File: src/rtl/adcss_pkg.sv
// Package: shared types, constants and helpers of the ADC scan sequencer.
`timescale 1ns / 1ps

package adcss_pkg;

    localparam int MAX_CHAIN    = 8;
    localparam int CHANNEL_BITS = 5;

    localparam int CMD_W   = 2;
    localparam int MUX_W   = 5;
    localparam int SAMPLE_W = 8;
    localparam int RIDX_W  = 3;
    localparam int LEN_W   = 4;
    localparam int SCAN_W  = 40;
    localparam int IDX_W   = 4;
    localparam int LATCH_W = $clog2(MAX_CHAIN + 1);
    localparam int CFG_IDX_W = 2;

    typedef enum logic [CMD_W-1:0] {
        CMD_SINGLE = 2'd0,
        CMD_CHAIN  = 2'd1,
        CMD_DONE   = 2'd2,
        CMD_UNUSED = 2'd3
    } cmd_t;

    typedef enum logic [1:0] {
        ST_OK      = 2'd0,
        ST_BUSY    = 2'd1,
        ST_IGNORED = 2'd2
    } status_t;

    localparam logic [CFG_IDX_W-1:0] REG_CHAIN_LENGTH  = 2'd0;
    localparam logic [CFG_IDX_W-1:0] REG_SCAN_CHANNELS = 2'd1;

    typedef struct packed {
        logic [LEN_W-1:0]  chain_length;
        logic [SCAN_W-1:0] scan_channels;
    } cfg_t;

    typedef struct packed {
        cmd_t                command;
        logic [MUX_W-1:0]    channel;
        logic [SAMPLE_W-1:0] sample;
    } item_t;

    typedef struct packed {
        status_t             status;
        logic [MUX_W-1:0]    mux_select;
        logic                start_pulse;
        logic                irq_enable;
        logic                result_valid;
        logic [RIDX_W-1:0]   result_index;
        logic [SAMPLE_W-1:0] result_value;
        logic                done_res;
    } result_t;

    localparam logic [MUX_W-1:0] CHAN_MASK = MUX_W'((1 << CHANNEL_BITS) - 1);

    function automatic logic [MUX_W-1:0] list_entry(
        input logic [SCAN_W-1:0] scan,
        input logic [IDX_W-1:0]  idx
    );
        logic [SCAN_W-1:0] shifted;
        logic [7:0]        wide;
        int                shift;
        shift   = int'(idx) * CHANNEL_BITS;
        shifted = scan >> shift;
        wide    = 8'(shifted[CHANNEL_BITS-1:0]);
        if (shift >= SCAN_W) begin
            return '0;
        end
        return wide[MUX_W-1:0];
    endfunction

    function automatic logic [LATCH_W-1:0] effective_length(input logic [LEN_W-1:0] n);
        if (n == '0) begin
            return LATCH_W'(1);
        end
        if (int'(n) > MAX_CHAIN) begin
            return LATCH_W'(MAX_CHAIN);
        end
        return LATCH_W'(n);
    endfunction

endpackage

File: src/rtl/adc_scan_sequencer_core.sv
// Top level of the ADC scan sequencer.
// Takes one command transaction per clock while s_tready is high (start single,
// start chain, conversion complete) and returns exactly one result transaction for
// each. The state update and result selection for a transaction complete in the
// cycle it is accepted; a two-entry output buffer decouples s_tready from m_tready,
// so s_tready falls only once two results are waiting. Configuration writes are
// always accepted (cfg_ready is tied high); the chain length is latched when a
// chain starts, while channel numbers are read from the list at each start.
`timescale 1ns / 1ps

module adc_scan_sequencer_core (
    input  logic                               aclk,
    input  logic                               aresetn,
    input  logic                               s_tvalid,
    output logic                               s_tready,
    input  logic [15:0]                        s_tdata,   // channel[4:0], sample[12:5]
    input  logic [1:0]                         s_tuser,   // command[1:0]
    output logic                               m_tvalid,
    input  logic                               m_tready,
    output logic [23:0]                        m_tdata,   // mux_select[4:0],
                                                          // start_pulse[5],
                                                          // irq_enable[6],
                                                          // result_valid[7],
                                                          // result_index[10:8],
                                                          // result_value[18:11]
    output logic [1:0]                         m_tuser,   // status[1:0]
    output logic                               m_tlast,   // done_res
    input  logic                               cfg_valid,
    output logic                               cfg_ready,
    input  logic [adcss_pkg::CFG_IDX_W-1:0]    cfg_index,
    input  logic [adcss_pkg::SCAN_W-1:0]       cfg_data
);

    adcss_pkg::cfg_t     cfg;
    adcss_pkg::item_t    item;
    adcss_pkg::result_t  step_result;
    adcss_pkg::result_t  out_result;
    logic                accept;

    assign cfg_ready    = 1'b1;
    assign item.command = adcss_pkg::cmd_t'(s_tuser);
    assign item.channel = s_tdata[4:0];
    assign item.sample  = s_tdata[12:5];
    assign accept       = s_tvalid && s_tready;

    adcss_cfg_regs u_cfg_regs (
        .aclk      (aclk),
        .aresetn   (aresetn),
        .cfg_valid (cfg_valid),
        .cfg_index (cfg_index),
        .cfg_data  (cfg_data),
        .cfg       (cfg)
    );

    adcss_step u_step (
        .aclk    (aclk),
        .aresetn (aresetn),
        .accept  (accept),
        .item    (item),
        .cfg     (cfg),
        .result  (step_result)
    );

    adcss_out_buf u_out_buf (
        .aclk      (aclk),
        .aresetn   (aresetn),
        .in_valid  (s_tvalid),
        .in_ready  (s_tready),
        .in_data   (step_result),
        .out_valid (m_tvalid),
        .out_ready (m_tready),
        .out_data  (out_result)
    );

    assign m_tdata = {5'd0,
                      out_result.result_value,
                      out_result.result_index,
                      out_result.result_valid,
                      out_result.irq_enable,
                      out_result.start_pulse,
                      out_result.mux_select};
    assign m_tuser = out_result.status;
    assign m_tlast = out_result.done_res;

endmodule

File: src/rtl/adcss_cfg_regs.sv
// Configuration registers: chain length and packed scan channel list.
`timescale 1ns / 1ps

module adcss_cfg_regs (
    input  logic                               aclk,
    input  logic                               aresetn,
    input  logic                               cfg_valid,
    input  logic [adcss_pkg::CFG_IDX_W-1:0]    cfg_index,
    input  logic [adcss_pkg::SCAN_W-1:0]       cfg_data,
    output adcss_pkg::cfg_t                    cfg
);

    adcss_pkg::cfg_t cfg_reg;

    always_ff @(posedge aclk) begin
        if (!aresetn) begin
            cfg_reg.chain_length  <= adcss_pkg::LEN_W'(1);
            cfg_reg.scan_channels <= '0;
        end else if (cfg_valid) begin
            if (cfg_index == adcss_pkg::REG_CHAIN_LENGTH) begin
                cfg_reg.chain_length <= cfg_data[adcss_pkg::LEN_W-1:0];
            end else if (cfg_index == adcss_pkg::REG_SCAN_CHANNELS) begin
                cfg_reg.scan_channels <= cfg_data;
            end
        end
    end

    assign cfg = cfg_reg;

endmodule

File: src/rtl/adcss_step.sv
// Sequencer state and the per-transaction step logic.
`timescale 1ns / 1ps

module adcss_step (
    input  logic                 aclk,
    input  logic                 aresetn,
    input  logic                 accept,
    input  adcss_pkg::item_t     item,
    input  adcss_pkg::cfg_t      cfg,
    output adcss_pkg::result_t   result
);

    logic                                busy_reg, busy_next;
    logic                                chain_mode_reg, chain_mode_next;
    logic [adcss_pkg::IDX_W-1:0]         scan_index_reg, scan_index_next;
    logic [adcss_pkg::MUX_W-1:0]         mux_hold_reg, mux_hold_next;
    logic [adcss_pkg::LATCH_W-1:0]       len_latched_reg, len_latched_next;
    logic [adcss_pkg::IDX_W-1:0]         index_inc;

    always_comb begin
        busy_next        = busy_reg;
        chain_mode_next  = chain_mode_reg;
        scan_index_next  = scan_index_reg;
        mux_hold_next    = mux_hold_reg;
        len_latched_next = len_latched_reg;
        index_inc        = scan_index_reg + 1'b1;

        result.status       = adcss_pkg::ST_OK;
        result.start_pulse  = 1'b0;
        result.result_valid = 1'b0;
        result.result_index = '0;
        result.result_value = '0;
        result.done_res     = 1'b0;

        case (item.command)
            adcss_pkg::CMD_SINGLE, adcss_pkg::CMD_CHAIN: begin
                if (busy_reg) begin
                    result.status = adcss_pkg::ST_BUSY;
                end else begin
                    busy_next          = 1'b1;
                    result.start_pulse = 1'b1;
                    if (item.command == adcss_pkg::CMD_SINGLE) begin
                        chain_mode_next = 1'b0;
                        mux_hold_next   = item.channel & adcss_pkg::CHAN_MASK;
                    end else begin
                        chain_mode_next  = 1'b1;
                        scan_index_next  = '0;
                        len_latched_next = adcss_pkg::effective_length(cfg.chain_length);
                        mux_hold_next    = adcss_pkg::list_entry(cfg.scan_channels, '0);
                    end
                end
            end
            adcss_pkg::CMD_DONE: begin
                if (busy_reg) begin
                    result.result_valid = 1'b1;
                    result.result_value = item.sample;
                    if (!chain_mode_reg) begin
                        busy_next       = 1'b0;
                        result.done_res = 1'b1;
                    end else begin
                        result.result_index = scan_index_reg[adcss_pkg::RIDX_W-1:0];
                        scan_index_next     = index_inc;
                        if (adcss_pkg::LATCH_W'(index_inc) >= len_latched_reg) begin
                            busy_next       = 1'b0;
                            result.done_res = 1'b1;
                        end else begin
                            mux_hold_next = adcss_pkg::list_entry(cfg.scan_channels,
                                                                  index_inc);
                            result.start_pulse = 1'b1;
                        end
                    end
                end else begin
                    result.status = adcss_pkg::ST_IGNORED;
                end
            end
            default: begin
                result.status = adcss_pkg::ST_IGNORED;
            end
        endcase

        result.mux_select = mux_hold_next;
        result.irq_enable = busy_next;
    end

    always_ff @(posedge aclk) begin
        if (!aresetn) begin
            busy_reg        <= 1'b0;
            chain_mode_reg  <= 1'b0;
            scan_index_reg  <= '0;
            mux_hold_reg    <= '0;
            len_latched_reg <= adcss_pkg::LATCH_W'(1);
        end else if (accept) begin
            busy_reg        <= busy_next;
            chain_mode_reg  <= chain_mode_next;
            scan_index_reg  <= scan_index_next;
            mux_hold_reg    <= mux_hold_next;
            len_latched_reg <= len_latched_next;
        end
    end

endmodule

File: src/rtl/adcss_out_buf.sv
// Two-entry output buffer: result register plus skid register.
`timescale 1ns / 1ps

module adcss_out_buf (
    input  logic                 aclk,
    input  logic                 aresetn,
    input  logic                 in_valid,
    output logic                 in_ready,
    input  adcss_pkg::result_t   in_data,
    output logic                 out_valid,
    input  logic                 out_ready,
    output adcss_pkg::result_t   out_data
);

    logic                out_valid_reg, out_valid_next;
    logic                skid_valid_reg, skid_valid_next;
    adcss_pkg::result_t  out_reg, out_next;
    adcss_pkg::result_t  skid_reg, skid_next;
    logic                push, pop;

    assign in_ready  = !skid_valid_reg;
    assign out_valid = out_valid_reg;
    assign out_data  = out_reg;

    always_comb begin
        push            = in_valid && !skid_valid_reg;
        pop             = out_valid_reg && out_ready;
        out_valid_next  = out_valid_reg;
        skid_valid_next = skid_valid_reg;
        out_next        = out_reg;
        skid_next       = skid_reg;
        if (pop) begin
            if (skid_valid_reg) begin
                out_next        = skid_reg;
                skid_valid_next = 1'b0;
            end else if (push) begin
                out_next = in_data;
            end else begin
                out_valid_next = 1'b0;
            end
        end else if (push) begin
            if (out_valid_reg) begin
                skid_next       = in_data;
                skid_valid_next = 1'b1;
            end else begin
                out_next       = in_data;
                out_valid_next = 1'b1;
            end
        end
    end

    always_ff @(posedge aclk) begin
        if (!aresetn) begin
            out_valid_reg  <= 1'b0;
            skid_valid_reg <= 1'b0;
        end else begin
            out_valid_reg  <= out_valid_next;
            skid_valid_reg <= skid_valid_next;
        end
        out_reg  <= out_next;
        skid_reg <= skid_next;
    end

endmodule
File: config.mk
export PLATFORM = sky130hd
export DESIGN_NAME = adc_scan_sequencer_core
export DESIGN_NICKNAME = d
export VERILOG_FILES = /design/src/rtl/adcss_pkg.sv /design/src/rtl/adc_scan_sequencer_core.sv /design/src/rtl/adcss_cfg_regs.sv /design/src/rtl/adcss_step.sv /design/src/rtl/adcss_out_buf.sv
export SDC_FILE = /design/constraint.sdc
export NUM_CORES = 1
export LEC_CHECK = 0
export ABC_CLOCK_PERIOD_IN_PS = 8200
export BUFFER_PORTS_ARGS = -buffer_cell sky130_fd_sc_hd__buf_2
export CAP_MARGIN = 0
export CORE_MARGIN = 8
export CORE_UTILIZATION = 45
export DETAILED_ROUTE_END_ITERATION = 10
export PLACE_DENSITY_LB_ADDON = 0.2
export SLEW_MARGIN = 20
export SYNTH_ARGS = -nofsm -noshare
export SYNTH_HDL_FRONTEND = slang
export SYNTH_HIERARCHICAL = 1
export SYNTH_SLANG_ARGS = --single-unit
File: constraint.sdc
create_clock -name aclk -period 8.2 [get_ports aclk]
set_input_delay 0.82 -clock aclk [delete_from_list [all_inputs] [get_ports aclk]]
set_output_delay 0.82 -clock aclk [all_outputs]
set_load 0.02 [all_outputs]
### Word level (Yosys, flattened, before mapping)

Cells that the tools add are included.

| storage, ports and cells | value |
|---|---|
| register bits | 105 |
| input bits | 65 |
| output and inout bits | 30 |
| logic and storage cells | 121 |

| operators by class | value |
|---|---|
| $add $sub $neg | 1 |
| $mul | 1 |
| $lt $le $gt $ge | 3 |
| eq/ne operators | 10 |
| shift operators | 1 |
| multiplexer cells | 55 |
| bitwise operators | 5 |
| reduce and logical (&&, ||, !) cells | 20 |

Operators by type and width:

| operator | count |
|---|---|
| 2-to-1 mux 22 bit | 5 |
| right shift 40 x 32 -> 5 bit | 1 |
| 2-to-1 mux 5 bit | 7 |
| >= comparator 32 x 7 -> 1 bit, second input constant | 1 |
| 2-to-1 mux 4 bit | 8 |
| 2-to-1 mux 1 bit | 26 |
| 2-to-1 mux 13 bit | 2 |
| AND reduction 3 bit | 5 |
| inequality test 2 bit, second input constant | 5 |
| case mux 5 bit (2 select lines) | 1 |
| case mux 4 bit (2 select lines) | 1 |
| multiplier 4 x 3 -> 7 bit, second input constant | 1 |
| AND reduction 6 bit | 1 |
| nonzero test 2 bit | 3 |
| NOT 1 bit | 5 |
| adder 4 x 1 -> 4 bit, second input constant | 1 |
| equality test 2 x 1 -> 1 bit, second input constant | 2 |
| >= comparator 4 bit | 1 |
| greater-than comparator 4 bit, second input constant | 1 |
| logical NOT 2 bit | 2 |
| logical NOT 4 bit | 1 |
| inequality test 2 x 1 -> 1 bit, second input constant | 2 |
| case mux 1 bit (2 select lines) | 2 |
| case mux 2 bit (2 select lines) | 1 |
| other kinds (8) | 11 |

### Logic depth before layout (Yosys ltp)

| depth | value |
|---|---|
| depth after elaboration | 16 |
| gate-level depth with buffers | 11 |
| mapped depth without buffers | 10 |

### Hierarchy

The synthesis kept the hierarchy.

Modules (own cells, without submodules):

| module | times used | cells an instance | area an instance (µm²) | seq. area each (µm²) |
|---|---|---|---|---|
| adcss_out_buf | 1 | 83 | 1799.2 | 1361.3 |
| adcss_cfg_regs | 1 | 190 | 1739.2 | 880.8 |
| adcss_step | 1 | 200 | 1679.1 | 300.3 |
| adc_scan_sequencer_core | 1 | 9 | 58.8 | 0.0 |

### Worst setup path after synthesis

Ideal clock, no wire load.

| path | value |
|---|---|
| path kind | input port to flip-flop |
| start point | in m_tready |
| end point | reg u_out_buf.out_reg (netlist bit u_out_buf/out_data[0]) (enable) |
| library setup time | 0.429 ns |
| arrival time | 2.663 ns |
| path slack | 5.108 ns |
| cell stages on the path | 3 |
| buffers on the path | 0 |
| cells stage by stage | nand2_1 ha_1 nor3_1 |

| between the ends | value |
|---|---|
| longest elaborated chain between the ends | 3 |
| elaborated cells between the ends (all ways) | 4 |
| those cells by class | 1 x eq/ne; 3 x reduce/logical |

RTL lines:

| item | line | RTL |
|---|---|---|
| start, declared | adc_scan_sequencer_core.sv:19 | `input logic m_tready,` |
| logical AND 1 bit (*) | adcss_out_buf.sv:27 | `pop = out_valid_reg && out_ready;` |
| inequality test 2 bit (no source line) / nonzero test 2 bit (equally long branches) | -- |  |
| AND reduction 3 bit (no source line) (*) | -- |  |
| end signal, assigned | adcss_out_buf.sv:60 | `out_reg <= out_next;` |
| end, declared | adcss_out_buf.sv:17 | `adcss_pkg::result_t out_reg, out_next;` |

Every way passes the cells marked *; elsewhere a longest branch is shown, timed or not.
A chain may end at the register's enable or synchronous reset.

==> metrics.txt <==
status completed; worst vdd ir 0.107 mV; first-pass GRT wire length 17800 µm; Clock Skew 0.0103 ns; Worst R2R Path Depth 9; H-tree lvl count 3; internal power 870 µW; Worst-path clk slew 0.08 ns; FF-to-FF End u_out_buf/out_data[16]$_DFFE_PP_; Die H 124 µm; CTS resizes 0; # DRC 0; final hold viol count 0; maxcap violations 0; non-filler cells, final 697; wire per inst 15.7 µm; initial antenna violation count 0; Via Count 3660; GR peak layer met2; Seq/Total Area, Yosys 0.482; crit path DAT 4.22 ns; Fin Setup TNS 0 ns; commonest register cell after synthesis dfxtp_1; remaining antenna violation count after routing 0; GP Congestion 0.823; Net Sw Frac 0.250; CP endpoint u_out_buf/out_data[16]$_DFFE_PP_; commonest non-fill, non-tap cell in the layout nand2_1; CTS max path bufs 2; Clk Latency, worst-skew pair 0.35 ns; Net Switching 290 µW; port buffer count 85; Post-Synthesis Cells 482; f_max 0.250 GHz; Synth Register Bits 105; Initial Utilization 0.462; Synth warnings 6; Placed Cells 681; syn avg cell area 10.9 µm²; RSZ-0062 raised after global routing false; Pleak 0.00248 µW; Yosys top cell by area edfxtp_1; Num CTS Buffers 9; Worst EP required 8.42 ns; post-layout min period 4.00 ns; Core ar. 11400 µm²; fin. max-slew vios 0; synth-to-layout area growth 14.1%; layout cell share with drive strength beyond 1 0.255; met2 usage in global routing 0.221; Detailed Routing Iterations Pass 1 4; Comb power frac 0.111; Slew headroom 0.290; vias in the first global route 3665; Critical Path End Type flop; CTS root buffer clkbuf_16; Die ar. 15400 µm²; DR vias/cell 5.25; final setup vio count 0; Startpoint Class flop; crit path from u_step/scan_index_reg[0]$_SDFFE_PN0P_; CP Max Fanout 17; Reg power frac 0.506; post-CTS setup buffer count 0; reg2reg start u_step/scan_index_reg[0]$_SDFFE_PN0P_; ys async rst share 0; critical path class reg -> reg; Iter 0 DRT Violations 177; nets@finish 624; I/O pin count 95; largest net degree at the start of global routing 104; ranking of synthesized cells by area edfxtp_1 25%, dfxtp_1 23%, mux2i_1 10%, nand2_1 7.3%, mux2_4 5.7%; commonest cells after routing, fill and taps aside 102 x nand2_1, 85 x buf_2, 61 x dfxtp_1; max reg flops 44; Clk network pwr share 0.383; Synth Cell Area 5280 µm²; row count 39; Worst Tran Pin Value 1.06 ns; hold crit path type reg -> reg; pwr dens 193 nW/µm²; TritonCTS clock tree done; overall power 1160 µW; hold buffer count at CTS 0; TritonCTS Sinks 105; n_diodes 0; dpl hpwl 7820 µm; Chip Width 124 µm; Total Wirelength 10900 µm; Synth top area share 0.250; EDFF count, synth 44; GRT Util Overall 0.139; GRT overflow 0; met3 Use GR 0.0438; met1 usage 0.175; final worst-path cycle share 0.488; post-synth cell types 60; Reg2Reg Setup Slack 4.20 ns
[cells by family after synthesis]
| family | after synthesis | synth area share |
|---|---|---|
| xor gates and xnor gates | 3 | 0.00640 |
| buffers and inverters | 48 | 0.0500 |
| and+or+nand+nor | 164 | 0.149 |
| AOI/OAI and AO/OA | 64 | 0.0809 |
| muxes | 86 | 0.206 |
| other | 2 | 0.00142 |
| adders and majority gates | 10 | 0.0251 |
| DFF | 105 | 0.482 |
[synthesized netlist by cell type (5+ instances only)]
| cell type | count |
|---|---|
| a21boi_0 | 6 |
| a21oi_1 | 11 |
| and2_1 | 7 |
| and3_1 | 8 |
| buf_4 | 12 |
| clkbuf_1 | 12 |
| dfxtp_1 | 61 |
| edfxtp_1 | 44 |
| ha_1 | 9 |
| inv_1 | 12 |
| mux2_4 | 20 |
| mux2i_1 | 54 |
| mux4_1 | 5 |
| nand2_1 | 102 |
| nor2_1 | 11 |
| nor2b_1 | 7 |
| nor3_1 | 6 |
| o21a_1 | 7 |
| o21ai_0 | 15 |
[how the worst min path moves through the flow]
stage                                    start                         endpoint  slack, ns  cells past startpoint
2_1_floorplan  u_cfg_regs/cfg[20]$_SDFFE_PN0P_  u_cfg_regs/cfg[20]$_SDFFE_PN0P_       0.43                      2
3_3_place_gp   u_cfg_regs/cfg[34]$_SDFFE_PN0P_  u_cfg_regs/cfg[34]$_SDFFE_PN0P_       0.44                      2
3_5_place_dp   u_cfg_regs/cfg[29]$_SDFFE_PN0P_  u_cfg_regs/cfg[29]$_SDFFE_PN0P_       0.45                      2
4_1_cts        u_cfg_regs/cfg[29]$_SDFFE_PN0P_  u_cfg_regs/cfg[29]$_SDFFE_PN0P_       0.46                      2
5_1_grt        u_cfg_regs/cfg[30]$_SDFFE_PN0P_  u_cfg_regs/cfg[30]$_SDFFE_PN0P_       0.48                      2
6_report       u_cfg_regs/cfg[29]$_SDFFE_PN0P_  u_cfg_regs/cfg[29]$_SDFFE_PN0P_       0.45                      2
[power by group through the flow]
stage	logic, µW	clock network [µW]	registers [µW]
finish	129	445	587
global route	142	480	590
CTS	130	456	587
detailed placement	130	0	599
global placement	127	0	598
floorplan	80.8	0	607
[stage by stage]
| step | setup WS [ns] | cell area, µm² | utilization | hold WS (ns) |
|---|---|---|---|---|
| after global placement | 4.25 | 5710 | 0.500 | 0.439 |
| after CTS | 4.16 | 6020 | 0.527 | 0.455 |
| final | 4.20 | 6020 | 0.527 | 0.452 |
| after floorplan | 5.11 | 5290 | - | 0.430 |
| after detailed placement | 4.15 | 5710 | 0.500 | 0.445 |
| after global routing | 3.97 | 6020 | 0.527 | 0.477 |
[metal layers]
metal	wire length (µm)	vias to the layer above
met4	138	0
li1	-	1843
met2	5090	111
met5	0	-
met3	651	8
met1	5050	1698
[worst max-delay path, cell delays in order (launching register included)]
cell	delay, ns
dfxtp_1	0.79
ha_1	0.80
ha_1	0.36
ha_1	0.21
fa_1	0.43
o21a_1	0.21
nor2_1	0.31
a31oi_1	0.18
a211oi_1	0.39
mux2_4	0.21
[final cells by class]
class	instances	area, µm²
Timing Repair Buffer	88	448
Clock inverter	7	86.3
Inverter	12	45.0
Clock buffer	9	225
Sequential cell	105	2540
Tap cell	143	179
Fill cell	1043	5400
Multi-Input combinational cell	333	2490
Note: power is estimated with default switching activity, not from simulation.
